## src/rtl/btpc_pkg.sv

```systemverilog
package btpc_pkg;

	localparam int RAW_W      = 24;
	localparam int VAL_W      = 32;
	localparam int WORD_W     = 64;
	localparam int LIN_W      = 16;
	localparam int DIG_W      = 16;
	localparam int CFG_IDX_W  = 3;
	localparam int CFG_DATA_W = 48;
	localparam int PC_W       = 6;
	localparam int SH_W       = 6;
	localparam int CHUNK_W    = 2;

	localparam logic [CFG_IDX_W-1:0] CFG_TEMP    = 3'd0;
	localparam logic [CFG_IDX_W-1:0] CFG_PRESS_A = 3'd1;
	localparam logic [CFG_IDX_W-1:0] CFG_PRESS_B = 3'd2;
	localparam logic [CFG_IDX_W-1:0] CFG_PRESS_C = 3'd3;

	localparam logic [WORD_W-1:0] K_25    = 64'd25;
	localparam logic [WORD_W-1:0] K_16384 = 64'd16384;

	// program entry and exit points in the microcode store
	localparam logic [PC_W-1:0] PC_PRESS     = 6'd0;
	localparam logic [PC_W-1:0] PC_PRESS_END = 6'd32;
	localparam logic [PC_W-1:0] PC_TEMP      = 6'd40;
	localparam logic [PC_W-1:0] PC_TEMP_END  = 6'd48;

	typedef enum logic {
		ST_IDLE,
		ST_RUN
	} st_t;

	typedef enum logic [2:0] {
		OP_ADD,
		OP_SUB,
		OP_ASR,
		OP_LSR,
		OP_MUL,
		OP_SETLIN
	} op_t;

	typedef enum logic [2:0] {
		D_R0,
		D_R1,
		D_R2,
		D_R3,
		D_R4,
		D_R5
	} dst_t;

	typedef enum logic [4:0] {
		S_R0, S_R1, S_R2, S_R3, S_R4, S_R5,
		S_RAW, S_TL,
		S_T1, S_T2, S_T3,
		S_P1, S_P2, S_P3, S_P4, S_P5, S_P6, S_P7, S_P8, S_P9, S_P10, S_P11,
		S_K25, S_K16384, S_ZERO
	} src_t;

	localparam int SRC_NUM = 25;

	typedef struct packed {
		op_t                op;
		dst_t               dst;
		src_t               src_a;
		src_t               src_b;
		logic [SH_W-1:0]    sh;
		logic [CHUNK_W-1:0] nlast;
		logic               last;
	} uinst_t;

	function automatic uinst_t ui(input op_t op, input dst_t dst, input src_t a, input src_t b,
		input logic [SH_W-1:0] sh, input logic [CHUNK_W-1:0] nlast, input logic last);
		uinst_t u;
		u.op    = op;
		u.dst   = dst;
		u.src_a = a;
		u.src_b = b;
		u.sh    = sh;
		u.nlast = nlast;
		u.last  = last;
		return u;
	endfunction

	// mul: dst = a * b, b taken 16 bits per cycle, nlast+1 chunks, top chunk signed
	// add/sub: dst = a +/- (b << sh)
	function automatic uinst_t ucode(input logic [PC_W-1:0] pc);
		uinst_t u;
		unique case (pc)
			// pressure
			6'd0:  u = ui(OP_MUL, D_R0, S_TL,  S_TL,     6'd0,  2'd0, 1'b0);
			6'd1:  u = ui(OP_MUL, D_R1, S_R0,  S_TL,     6'd0,  2'd0, 1'b0);
			6'd2:  u = ui(OP_MUL, D_R2, S_R1,  S_P8,     6'd0,  2'd0, 1'b0);
			6'd3:  u = ui(OP_ADD, D_R2, S_R2,  S_P5,     6'd18, 2'd0, 1'b0);
			6'd4:  u = ui(OP_MUL, D_R3, S_R0,  S_P7,     6'd0,  2'd0, 1'b0);
			6'd5:  u = ui(OP_ADD, D_R2, S_R2,  S_R3,     6'd7,  2'd0, 1'b0);
			6'd6:  u = ui(OP_MUL, D_R3, S_P6,  S_TL,     6'd0,  2'd0, 1'b0);
			6'd7:  u = ui(OP_ADD, D_R2, S_R2,  S_R3,     6'd9,  2'd0, 1'b0);
			6'd8:  u = ui(OP_MUL, D_R3, S_R1,  S_P4,     6'd0,  2'd0, 1'b0);
			6'd9:  u = ui(OP_SUB, D_R4, S_P1,  S_K16384, 6'd0,  2'd0, 1'b0);
			6'd10: u = ui(OP_ADD, D_R3, S_R3,  S_R4,     6'd17, 2'd0, 1'b0);
			6'd11: u = ui(OP_MUL, D_R4, S_R0,  S_P3,     6'd0,  2'd0, 1'b0);
			6'd12: u = ui(OP_ADD, D_R3, S_R3,  S_R4,     6'd5,  2'd0, 1'b0);
			6'd13: u = ui(OP_SUB, D_R4, S_P2,  S_K16384, 6'd0,  2'd0, 1'b0);
			6'd14: u = ui(OP_MUL, D_R4, S_R4,  S_TL,     6'd0,  2'd0, 1'b0);
			6'd15: u = ui(OP_ADD, D_R3, S_R3,  S_R4,     6'd8,  2'd0, 1'b0);
			6'd16: u = ui(OP_MUL, D_R3, S_R3,  S_RAW,    6'd0,  2'd1, 1'b0);
			6'd17: u = ui(OP_MUL, D_R4, S_P10, S_TL,     6'd0,  2'd0, 1'b0);
			6'd18: u = ui(OP_ADD, D_R4, S_R4,  S_P9,     6'd0,  2'd0, 1'b0);
			6'd19: u = ui(OP_MUL, D_R4, S_R4,  S_RAW,    6'd0,  2'd1, 1'b0);
			6'd20: u = ui(OP_MUL, D_R4, S_R4,  S_RAW,    6'd0,  2'd1, 1'b0);
			6'd21: u = ui(OP_MUL, D_R5, S_RAW, S_RAW,    6'd0,  2'd1, 1'b0);
			6'd22: u = ui(OP_ASR, D_R5, S_R5,  S_ZERO,   6'd9,  2'd0, 1'b0);
			6'd23: u = ui(OP_MUL, D_R5, S_R5,  S_RAW,    6'd0,  2'd1, 1'b0);
			6'd24: u = ui(OP_ASR, D_R5, S_R5,  S_ZERO,   6'd8,  2'd0, 1'b0);
			6'd25: u = ui(OP_MUL, D_R5, S_R5,  S_P11,    6'd0,  2'd0, 1'b0);
			6'd26: u = ui(OP_ADD, D_R4, S_R4,  S_R5,     6'd0,  2'd0, 1'b0);
			6'd27: u = ui(OP_ASR, D_R4, S_R4,  S_ZERO,   6'd11, 2'd0, 1'b0);
			6'd28: u = ui(OP_ADD, D_R4, S_R4,  S_R3,     6'd0,  2'd0, 1'b0);
			6'd29: u = ui(OP_ASR, D_R4, S_R4,  S_ZERO,   6'd22, 2'd0, 1'b0);
			6'd30: u = ui(OP_ADD, D_R4, S_R4,  S_R2,     6'd0,  2'd0, 1'b0);
			6'd31: u = ui(OP_MUL, D_R4, S_R4,  S_K25,    6'd0,  2'd0, 1'b0);
			6'd32: u = ui(OP_LSR, D_R4, S_R4,  S_ZERO,   6'd13, 2'd0, 1'b1);
			// temperature
			6'd40: u = ui(OP_SUB, D_R0, S_RAW, S_T1,     6'd8,  2'd0, 1'b0);
			6'd41: u = ui(OP_MUL, D_R1, S_T2,  S_R0,     6'd0,  2'd1, 1'b0);
			6'd42: u = ui(OP_MUL, D_R2, S_R0,  S_R0,     6'd0,  2'd1, 1'b0);
			6'd43: u = ui(OP_MUL, D_R2, S_R2,  S_T3,     6'd0,  2'd0, 1'b0);
			6'd44: u = ui(OP_ADD, D_R1, S_R2,  S_R1,     6'd18, 2'd0, 1'b0);
			6'd45: u = ui(OP_ASR, D_R1, S_R1,  S_ZERO,   6'd32, 2'd0, 1'b0);
			6'd46: u = ui(OP_SETLIN, D_R1, S_R1, S_ZERO, 6'd0,  2'd0, 1'b0);
			6'd47: u = ui(OP_MUL, D_R1, S_R1,  S_K25,    6'd0,  2'd0, 1'b0);
			6'd48: u = ui(OP_ASR, D_R1, S_R1,  S_ZERO,   6'd14, 2'd0, 1'b1);
			default: u = ui(OP_ADD, D_R0, S_ZERO, S_ZERO, 6'd0, 2'd0, 1'b1);
		endcase
		return u;
	endfunction

endpackage

```

## src/rtl/btpc_if.sv

```systemverilog
interface btpc_sample_if;
	logic                          valid;
	logic                          ready;
	logic                          opcode;
	logic [btpc_pkg::RAW_W-1:0]    raw_sample;

	modport source (output valid, output opcode, output raw_sample, input ready);
	modport sink (input valid, input opcode, input raw_sample, output ready);
endinterface

interface btpc_result_if;
	logic                               valid;
	logic                               ready;
	logic                               kind;
	logic signed [btpc_pkg::VAL_W-1:0]  comp_value;

	modport source (output valid, output kind, output comp_value, input ready);
	modport sink (input valid, input kind, input comp_value, output ready);
endinterface

interface btpc_cfg_if;
	logic                              valid;
	logic                              ready;
	logic [btpc_pkg::CFG_IDX_W-1:0]    index;
	logic [btpc_pkg::CFG_DATA_W-1:0]   data;

	modport source (output valid, output index, output data, input ready);
	modport sink (input valid, input index, input data, output ready);
endinterface

```

## src/rtl/baro_temp_pressure_compensation.sv

```systemverilog
// barometric compensation core
// sample channel: an item carries opcode (0 temperature, 1 pressure) and a 24-bit raw
// reading. result channel: one item per sample, kind echoes opcode, comp_value is the
// compensated value in hundredths, wrapped to signed 32 bits.
// cfg channel: index 0..3 writes temp_coeffs, press_coeffs_a/b/c; other indexes are
// dropped. cfg is always ready and is meant to be written while no item is in flight.
// a temperature item also updates the stored linearized temperature that later pressure
// items use (zero after reset).
// all arithmetic runs through one 64-bit by 16-bit multiply-accumulate/shift unit
// stepped by a microcode sequencer, one 16-bit multiplier chunk per cycle.
// one item at a time: sample.ready is high only while the sequencer is idle. the result
// sits in an output register, so the next item can be taken while it waits; if it is
// still untaken when the next item finishes, the sequencer holds on its last step until
// result.ready.
// reset clears coefficients, stored temperature and all handshake state.
module baro_temp_pressure_compensation (
	input  logic                 clk,
	input  logic                 arst_n,
	btpc_sample_if.sink          sample,
	btpc_result_if.source        result,
	btpc_cfg_if.sink             cfg
);
	import btpc_pkg::*;

	st_t                      state_q, state_d;
	logic [PC_W-1:0]          pc_q;
	logic [CHUNK_W-1:0]       chunk_q;
	logic                     out_valid_q;
	logic [LIN_W-1:0]         lin_q;
	logic [39:0]              tco_q;
	logic [47:0]              pca_q;
	logic [47:0]              pcb_q;
	logic [31:0]              pcc_q;

	logic [RAW_W-1:0]         raw_q;
	logic [WORD_W-1:0]        r0_q, r1_q, r2_q, r3_q, r4_q, r5_q;
	logic [WORD_W-1:0]        acc_q;
	logic                     kind_q;
	logic [VAL_W-1:0]         comp_q;
	logic                     op_q;

	uinst_t                   u;
	logic [WORD_W-1:0]        src_vec [SRC_NUM];
	logic [WORD_W-1:0]        opa, opb, bsh, alu_res;
	logic [DIG_W-1:0]         digit;
	logic [DIG_W:0]           dig17;
	logic [WORD_W-1:0]        prod, pp, mul_sum;
	logic                     accept, step_done, out_busy, commit, mul_step, finish, cfg_wr;

	assign u = ucode(pc_q);

	always_comb begin
		src_vec[S_R0]     = r0_q;
		src_vec[S_R1]     = r1_q;
		src_vec[S_R2]     = r2_q;
		src_vec[S_R3]     = r3_q;
		src_vec[S_R4]     = r4_q;
		src_vec[S_R5]     = r5_q;
		src_vec[S_RAW]    = {{(WORD_W-RAW_W){1'b0}}, raw_q};
		src_vec[S_TL]     = {{(WORD_W-LIN_W){lin_q[LIN_W-1]}}, lin_q};
		src_vec[S_T1]     = {48'd0, tco_q[15:0]};
		src_vec[S_T2]     = {48'd0, tco_q[31:16]};
		src_vec[S_T3]     = {{56{tco_q[39]}}, tco_q[39:32]};
		src_vec[S_P1]     = {{48{pca_q[15]}}, pca_q[15:0]};
		src_vec[S_P2]     = {{48{pca_q[31]}}, pca_q[31:16]};
		src_vec[S_P3]     = {{56{pca_q[39]}}, pca_q[39:32]};
		src_vec[S_P4]     = {{56{pca_q[47]}}, pca_q[47:40]};
		src_vec[S_P5]     = {48'd0, pcb_q[15:0]};
		src_vec[S_P6]     = {48'd0, pcb_q[31:16]};
		src_vec[S_P7]     = {{56{pcb_q[39]}}, pcb_q[39:32]};
		src_vec[S_P8]     = {{56{pcb_q[47]}}, pcb_q[47:40]};
		src_vec[S_P9]     = {{48{pcc_q[15]}}, pcc_q[15:0]};
		src_vec[S_P10]    = {{56{pcc_q[23]}}, pcc_q[23:16]};
		src_vec[S_P11]    = {{56{pcc_q[31]}}, pcc_q[31:24]};
		src_vec[S_K25]    = K_25;
		src_vec[S_K16384] = K_16384;
		src_vec[S_ZERO]   = '0;
	end

	assign opa = src_vec[u.src_a];
	assign opb = src_vec[u.src_b];
	assign bsh = opb << u.sh;

	// one 16-bit chunk of b per cycle; the top chunk carries the sign
	assign digit   = opb[{chunk_q, 4'b0000} +: DIG_W];
	assign dig17   = (chunk_q == u.nlast) ? {digit[DIG_W-1], digit} : {1'b0, digit};
	assign prod    = opa * {{(WORD_W-DIG_W-1){dig17[DIG_W]}}, dig17};
	assign pp      = prod << {chunk_q, 4'b0000};
	assign mul_sum = ((chunk_q == '0) ? '0 : acc_q) + pp;

	always_comb begin
		unique case (u.op)
			OP_ADD:    alu_res = opa + bsh;
			OP_SUB:    alu_res = opa - bsh;
			OP_ASR:    alu_res = $unsigned($signed(opa) >>> u.sh);
			OP_LSR:    alu_res = opa >> u.sh;
			OP_MUL:    alu_res = mul_sum;
			OP_SETLIN: alu_res = opa;
			default:   alu_res = opa;
		endcase
	end

	assign accept    = sample.valid && sample.ready;
	assign cfg_wr    = cfg.valid && cfg.ready;
	assign step_done = (u.op != OP_MUL) || (chunk_q == u.nlast);
	assign out_busy  = out_valid_q && !result.ready;
	assign commit    = (state_q == ST_RUN) && step_done && !(u.last && out_busy);
	assign mul_step  = (state_q == ST_RUN) && !step_done;
	assign finish    = commit && u.last;

	// next state
	always_comb begin
		state_d = state_q;
		unique case (state_q)
			ST_IDLE: begin
				if (accept) state_d = ST_RUN;
			end
			ST_RUN: begin
				if (finish) state_d = ST_IDLE;
			end
			default: state_d = ST_IDLE;
		endcase
	end

	// outputs
	always_comb begin
		sample.ready      = (state_q == ST_IDLE);
		cfg.ready         = 1'b1;
		result.valid      = out_valid_q;
		result.kind       = kind_q;
		result.comp_value = comp_q;
	end

	always_ff @(posedge clk or negedge arst_n) begin
		if (!arst_n) begin
			state_q     <= ST_IDLE;
			pc_q        <= '0;
			chunk_q     <= '0;
			out_valid_q <= 1'b0;
			lin_q       <= '0;
			tco_q       <= '0;
			pca_q       <= '0;
			pcb_q       <= '0;
			pcc_q       <= '0;
		end else begin
			state_q <= state_d;
			if (accept) begin
				pc_q    <= sample.opcode ? PC_PRESS : PC_TEMP;
				chunk_q <= '0;
			end else if (commit) begin
				pc_q    <= pc_q + 1'b1;
				chunk_q <= '0;
			end else if (mul_step) begin
				chunk_q <= chunk_q + 1'b1;
			end
			if (finish) out_valid_q <= 1'b1;
			else if (result.ready) out_valid_q <= 1'b0;
			if (commit && u.op == OP_SETLIN) lin_q <= opa[31:16];
			if (cfg_wr) begin
				unique case (cfg.index)
					CFG_TEMP:    tco_q <= cfg.data[39:0];
					CFG_PRESS_A: pca_q <= cfg.data;
					CFG_PRESS_B: pcb_q <= cfg.data;
					CFG_PRESS_C: pcc_q <= cfg.data[31:0];
					default: ;
				endcase
			end
		end
	end

	always_ff @(posedge clk) begin
		if (accept) begin
			raw_q <= sample.raw_sample;
			op_q  <= sample.opcode;
		end
		if (mul_step) acc_q <= mul_sum;
		if (commit && u.op != OP_SETLIN) begin
			unique case (u.dst)
				D_R0:    r0_q <= alu_res;
				D_R1:    r1_q <= alu_res;
				D_R2:    r2_q <= alu_res;
				D_R3:    r3_q <= alu_res;
				D_R4:    r4_q <= alu_res;
				D_R5:    r5_q <= alu_res;
				default: ;
			endcase
		end
		if (finish) begin
			kind_q <= op_q;
			comp_q <= alu_res[VAL_W-1:0];
		end
	end

	a_accept_runs: assert property (@(posedge clk) disable iff (!arst_n)
		accept |=> state_q == ST_RUN)
		else $error("accepted item did not start the sequencer");

	a_chunk_bound: assert property (@(posedge clk) disable iff (!arst_n)
		state_q == ST_RUN |-> chunk_q <= u.nlast)
		else $error("multiplier chunk count ran past the operand");

	a_pc_in_program: assert property (@(posedge clk) disable iff (!arst_n)
		state_q == ST_RUN |-> (pc_q <= PC_PRESS_END
			|| (pc_q >= PC_TEMP && pc_q <= PC_TEMP_END)))
		else $error("sequencer left its program");

	a_result_from_run: assert property (@(posedge clk) disable iff (!arst_n)
		$rose(out_valid_q) |-> $past(state_q == ST_RUN))
		else $error("result raised without a finished item");

endmodule
```

## src/flat_wrapper.sv

```systemverilog
// flat-port wrapper written by rule: the top's interface ports become plain ports
module baro_temp_pressure_compensation_flat import btpc_pkg::*;
  (clk, arst_n, sample_valid, sample_opcode, sample_raw_sample, sample_ready, result_valid, result_kind, result_comp_value, result_ready, cfg_valid, cfg_index, cfg_data, cfg_ready);
  btpc_sample_if sample_i ();
  btpc_result_if result_i ();
  btpc_cfg_if cfg_i ();
  input  logic clk;
  input  logic arst_n;
  input wire logic [$bits(sample_i.valid)-1:0] sample_valid;
  input wire logic [$bits(sample_i.opcode)-1:0] sample_opcode;
  input wire logic [$bits(sample_i.raw_sample)-1:0] sample_raw_sample;
  output wire logic [$bits(sample_i.ready)-1:0] sample_ready;
  output wire logic [$bits(result_i.valid)-1:0] result_valid;
  output wire logic [$bits(result_i.kind)-1:0] result_kind;
  output wire logic [$bits(result_i.comp_value)-1:0] result_comp_value;
  input wire logic [$bits(result_i.ready)-1:0] result_ready;
  input wire logic [$bits(cfg_i.valid)-1:0] cfg_valid;
  input wire logic [$bits(cfg_i.index)-1:0] cfg_index;
  input wire logic [$bits(cfg_i.data)-1:0] cfg_data;
  output wire logic [$bits(cfg_i.ready)-1:0] cfg_ready;
  assign sample_i.valid = sample_valid;
  assign sample_i.opcode = sample_opcode;
  assign sample_i.raw_sample = sample_raw_sample;
  assign sample_ready = sample_i.ready;
  assign result_valid = result_i.valid;
  assign result_kind = result_i.kind;
  assign result_comp_value = result_i.comp_value;
  assign result_i.ready = result_ready;
  assign cfg_i.valid = cfg_valid;
  assign cfg_i.index = cfg_index;
  assign cfg_i.data = cfg_data;
  assign cfg_ready = cfg_i.ready;
  baro_temp_pressure_compensation u_core (.clk(clk), .arst_n(arst_n), .sample(sample_i), .result(result_i), .cfg(cfg_i));
endmodule
```

## config.mk

```make
export PLATFORM = sky130hd
export DESIGN_NAME = baro_temp_pressure_compensation_flat
export DESIGN_NICKNAME = d
export VERILOG_FILES = /design/src/rtl/btpc_pkg.sv /design/src/rtl/btpc_if.sv /design/src/rtl/baro_temp_pressure_compensation.sv /design/src/flat_wrapper.sv
export SDC_FILE = /design/constraint.sdc
export NUM_CORES = 2
export LEC_CHECK = 0
export BUFFER_PORTS_ARGS = -buffer_cell sky130_fd_sc_hd__buf_4
export CORE_MARGIN = 3
export CORE_UTILIZATION = 55
export DETAILED_ROUTE_END_ITERATION = 12
export PLACE_DENSITY = 0.78
export SYNTH_ARGS = -nofsm -noshare
export SYNTH_HDL_FRONTEND = slang
export SYNTH_SLANG_ARGS = --single-unit
```

## constraint.sdc

```tcl
create_clock -name clk -period 20.7 [get_ports clk]
set_input_delay 1.035 -clock clk [delete_from_list [all_inputs] [get_ports clk]]
set_output_delay 1.035 -clock clk [all_outputs]
set_load 0.05 [all_outputs]
```

==> metrics <==
worst path required time=21.05 ns; grt total ovfl=0; Worst Hold Class=input pin to asynchronous set/reset pin; Core ar.=155,000 um^2; Post-Route Skew=0.0361 ns; outcome=complete, but fails checks; Max Cap Viol=2; Clock Root Buffer=clkbuf_16; number of DRC markers in iteration 0=15,100; Nets=10,800; Critical Path End Type=flip-flop; min Tclk post-route=19.77 ns; Mapped Area=86,400 um^2; ys async rst share=27.7%; synthesized netlist net count=11,000; area grow syn2layout=6.97%; first-pass GRT wire length=595,000 um; main flop type after synthesis=edfxtp_1; worst r2r src=u_core.pc_q[1]$_DFFE_PN0P_; clk sinks=700; Clock Pin Slew Worst Setup and Hold Paths=0.07 ns; Worst slew margin=-9.22%; post-CTS setup buffer count=0; I/O pins=117; drt drc=0; Slew Limit Fails=22; CP Launch Type=flip-flop; initial antenna violation count=30; die width=402 um; die area=162,000 um^2; first-pass iteration count of the detailed router=11; EDFF count, synth=506; WP data arrival=20.11 ns; Routed Antenna Nets=0; clock latency on the worst-skew pair=0.73 ns; via count=85,500; final hold vios=0; number of global-route vias before repair=82,300; Synth Warn #=0; final setup fails=0; port bufs=115; Vias/cell=7.26; Core Rows=144; setup ws final=0.935 ns; Hold-fix buffers, CTS=0; GP Congestion=1.11; Post-Place Worst Slack=2.20 ns; cell repeated most along the worst path=fa_1; Yosys reg bits=700; routed len/inst=35.9 um; register area share after synthesis=23.2%; Worst Setup SP=u_core.pc_q[1]$_DFFE_PN0P_; CTS tree=yes; H-Tree Depth=3; Cell variety after synth=135; slowest stage delay, CP=1.10 ns; FMAX=0.0506 GHz; routed wire length=423,000 um; Worst Path Max Fanout=28; HPWL Detailed=317,000 um; Worst-Margin Slew=1.64 ns; Avg Inst Size Synth=8.78 um^2; failing checks=max-capacitance violations, max-slew violations; slowest stage cell, crit path=o21ai_1; TNS Setup=0 ns; Syn Inst Count=9,834; WS Path Type=flip-flop to flip-flop; share of post-route cells with drive strength above 1=10.6%; CTS Buf Count=78; pin count of the biggest net entering global routing=118; Die H=402 um; Post-CTS Resized=0; fin crit share=95.5%; CTS max path bufs=3; GRT Util Overall=50.9%; Starting Density=55.7%; RSZ-0062 raised after global routing=false
-- kinds of logic after synthesis --
family,Yosys count,synth area share (%)
AO/OA/AOI/OAI,2338,18.9
XOR/XNOR,247,2.58
adder cells (fa/ha/maj),1103,22.9
buffers and inverters,1651,7.85
flip-flops,700,23.2
multiplexers,594,8.22
other,1,0.00434
AND/OR/NAND/NOR,3200,16.2
-- synth_stat cells, types with 114 or more instances --
cell	n	share of area, %
a21o_1	139	1.2
edfxtp_1	506	18
o211ai_1	127	1.1
nor2_1	972	4.2
mux2i_1	338	3.9
fa_1	801	19
inv_1	918	4.0
a21oi_1	539	3.1
nand2_1	1338	5.8
dfrtp_1	194	5.6
a211oi_1	179	1.6
ha_1	302	4.4
nor3_1	129	0.75
o21ai_0	377	2.2
xnor2_1	152	1.5
buf_2	144	0.83
nor2b_1	114	0.83
clkbuf_1	421	1.8
mux2_2	182	2.4
nand3_1	259	1.5
-- sequential cells by signal, indices dropped and copies added, names as in the netlist, 40 cells and up --
signal and cells:
u_core.tco_q 40, u_core.r4_q 64, u_core.r2_q 64, u_core.r1_q 64, u_core.r5_q 64, u_core.r0_q 64, u_core.pca_q 48, u_core.acc_q 64
u_core.r3_q 64, u_core.pcb_q 48
-- critical path, delay by kind of cell (launching register included) --
family	cells	cell delay, ns
xor gates and xnor gates	2	1.01
adders and majority gates	9	4.25
DFF	1	0.62
buffers and inverters	8	1.38
and+or+nand+nor	12	3.55
AOI/OAI and AO/OA	20	8.51
-- placed cells by master, fill, tap and decap left out, types with 258 or more instances in the layout --
cell and count:
nand2_1 1333, nor2_1 956, inv_1 915, fa_1 801
a21oi_1 531, edfxtp_1 506, buf_4 424, o21ai_0 372
mux2i_1 338, ha_1 301, nand3_1 258
-- routing by layer --
metal | track usage [%] | share of wire, % | vias up | routed length (um)
met5 | 0.387 | 0.063 | - | 268
li1 | - | - | 34100 | -
met2 | 69.4 | 39 | 7664 | 166000
met4 | 33.2 | 8.5 | 20 | 36000
met1 | 65.5 | 36 | 42000 | 152000
met3 | 22.0 | 16 | 1729 | 68700
-- final cells by class --
class / instances / area (um^2)
clock inverter: 46 / 578
antenna: 25 / 62.6
fill: 13400 / 62600
clock buffer: 95 / 2080
sequential: 700 / 20100
multi-input combinational: 7483 / 60100
tap: 2044 / 2560
inverter: 947 / 3550
timing repair buffer: 438 / 3430
-- worst paths after layout --
kind                            depth (start not counted)                      endpoint  slack (ns)
max in group asynchronous                               2    u_core.pc_q[5]$_DFFE_PN0P_       18.86
worst max register to register                         51     u_core.r2_q[59]$_DFFE_PP_        0.93
min in group clk                                        0  u_core.result.kind$_DFFE_PP_        0.44
worst min register to register                          0  u_core.result.kind$_DFFE_PP_        0.44
worst max-delay path                                   51     u_core.r2_q[59]$_DFFE_PP_        0.93
worst min-delay path                                    1  u_core.tco_q[18]$_DFFE_PN0P_        0.36
-- stage by stage --
| step | hold slack (ns) | cell area, um^2 | util [%] | std cells |
|---|---|---|---|---|
| final | 0.359 | 92400 | 59.6 | 11800 |
| after global routing | 0.415 | 92300 | 59.6 | 11800 |
| after CTS | 0.382 | 92300 | 59.6 | 11800 |
| after detailed placement | 0.427 | 89600 | 57.9 | 11600 |
| after global placement | 0.403 | 89600 | 57.8 | 11600 |
| after floorplan | 0.400 | 86400 | - | 9834 |
Power is not shown: default switching activity piles up to over one toggle a cycle in this logic, so the estimate is an artifact.
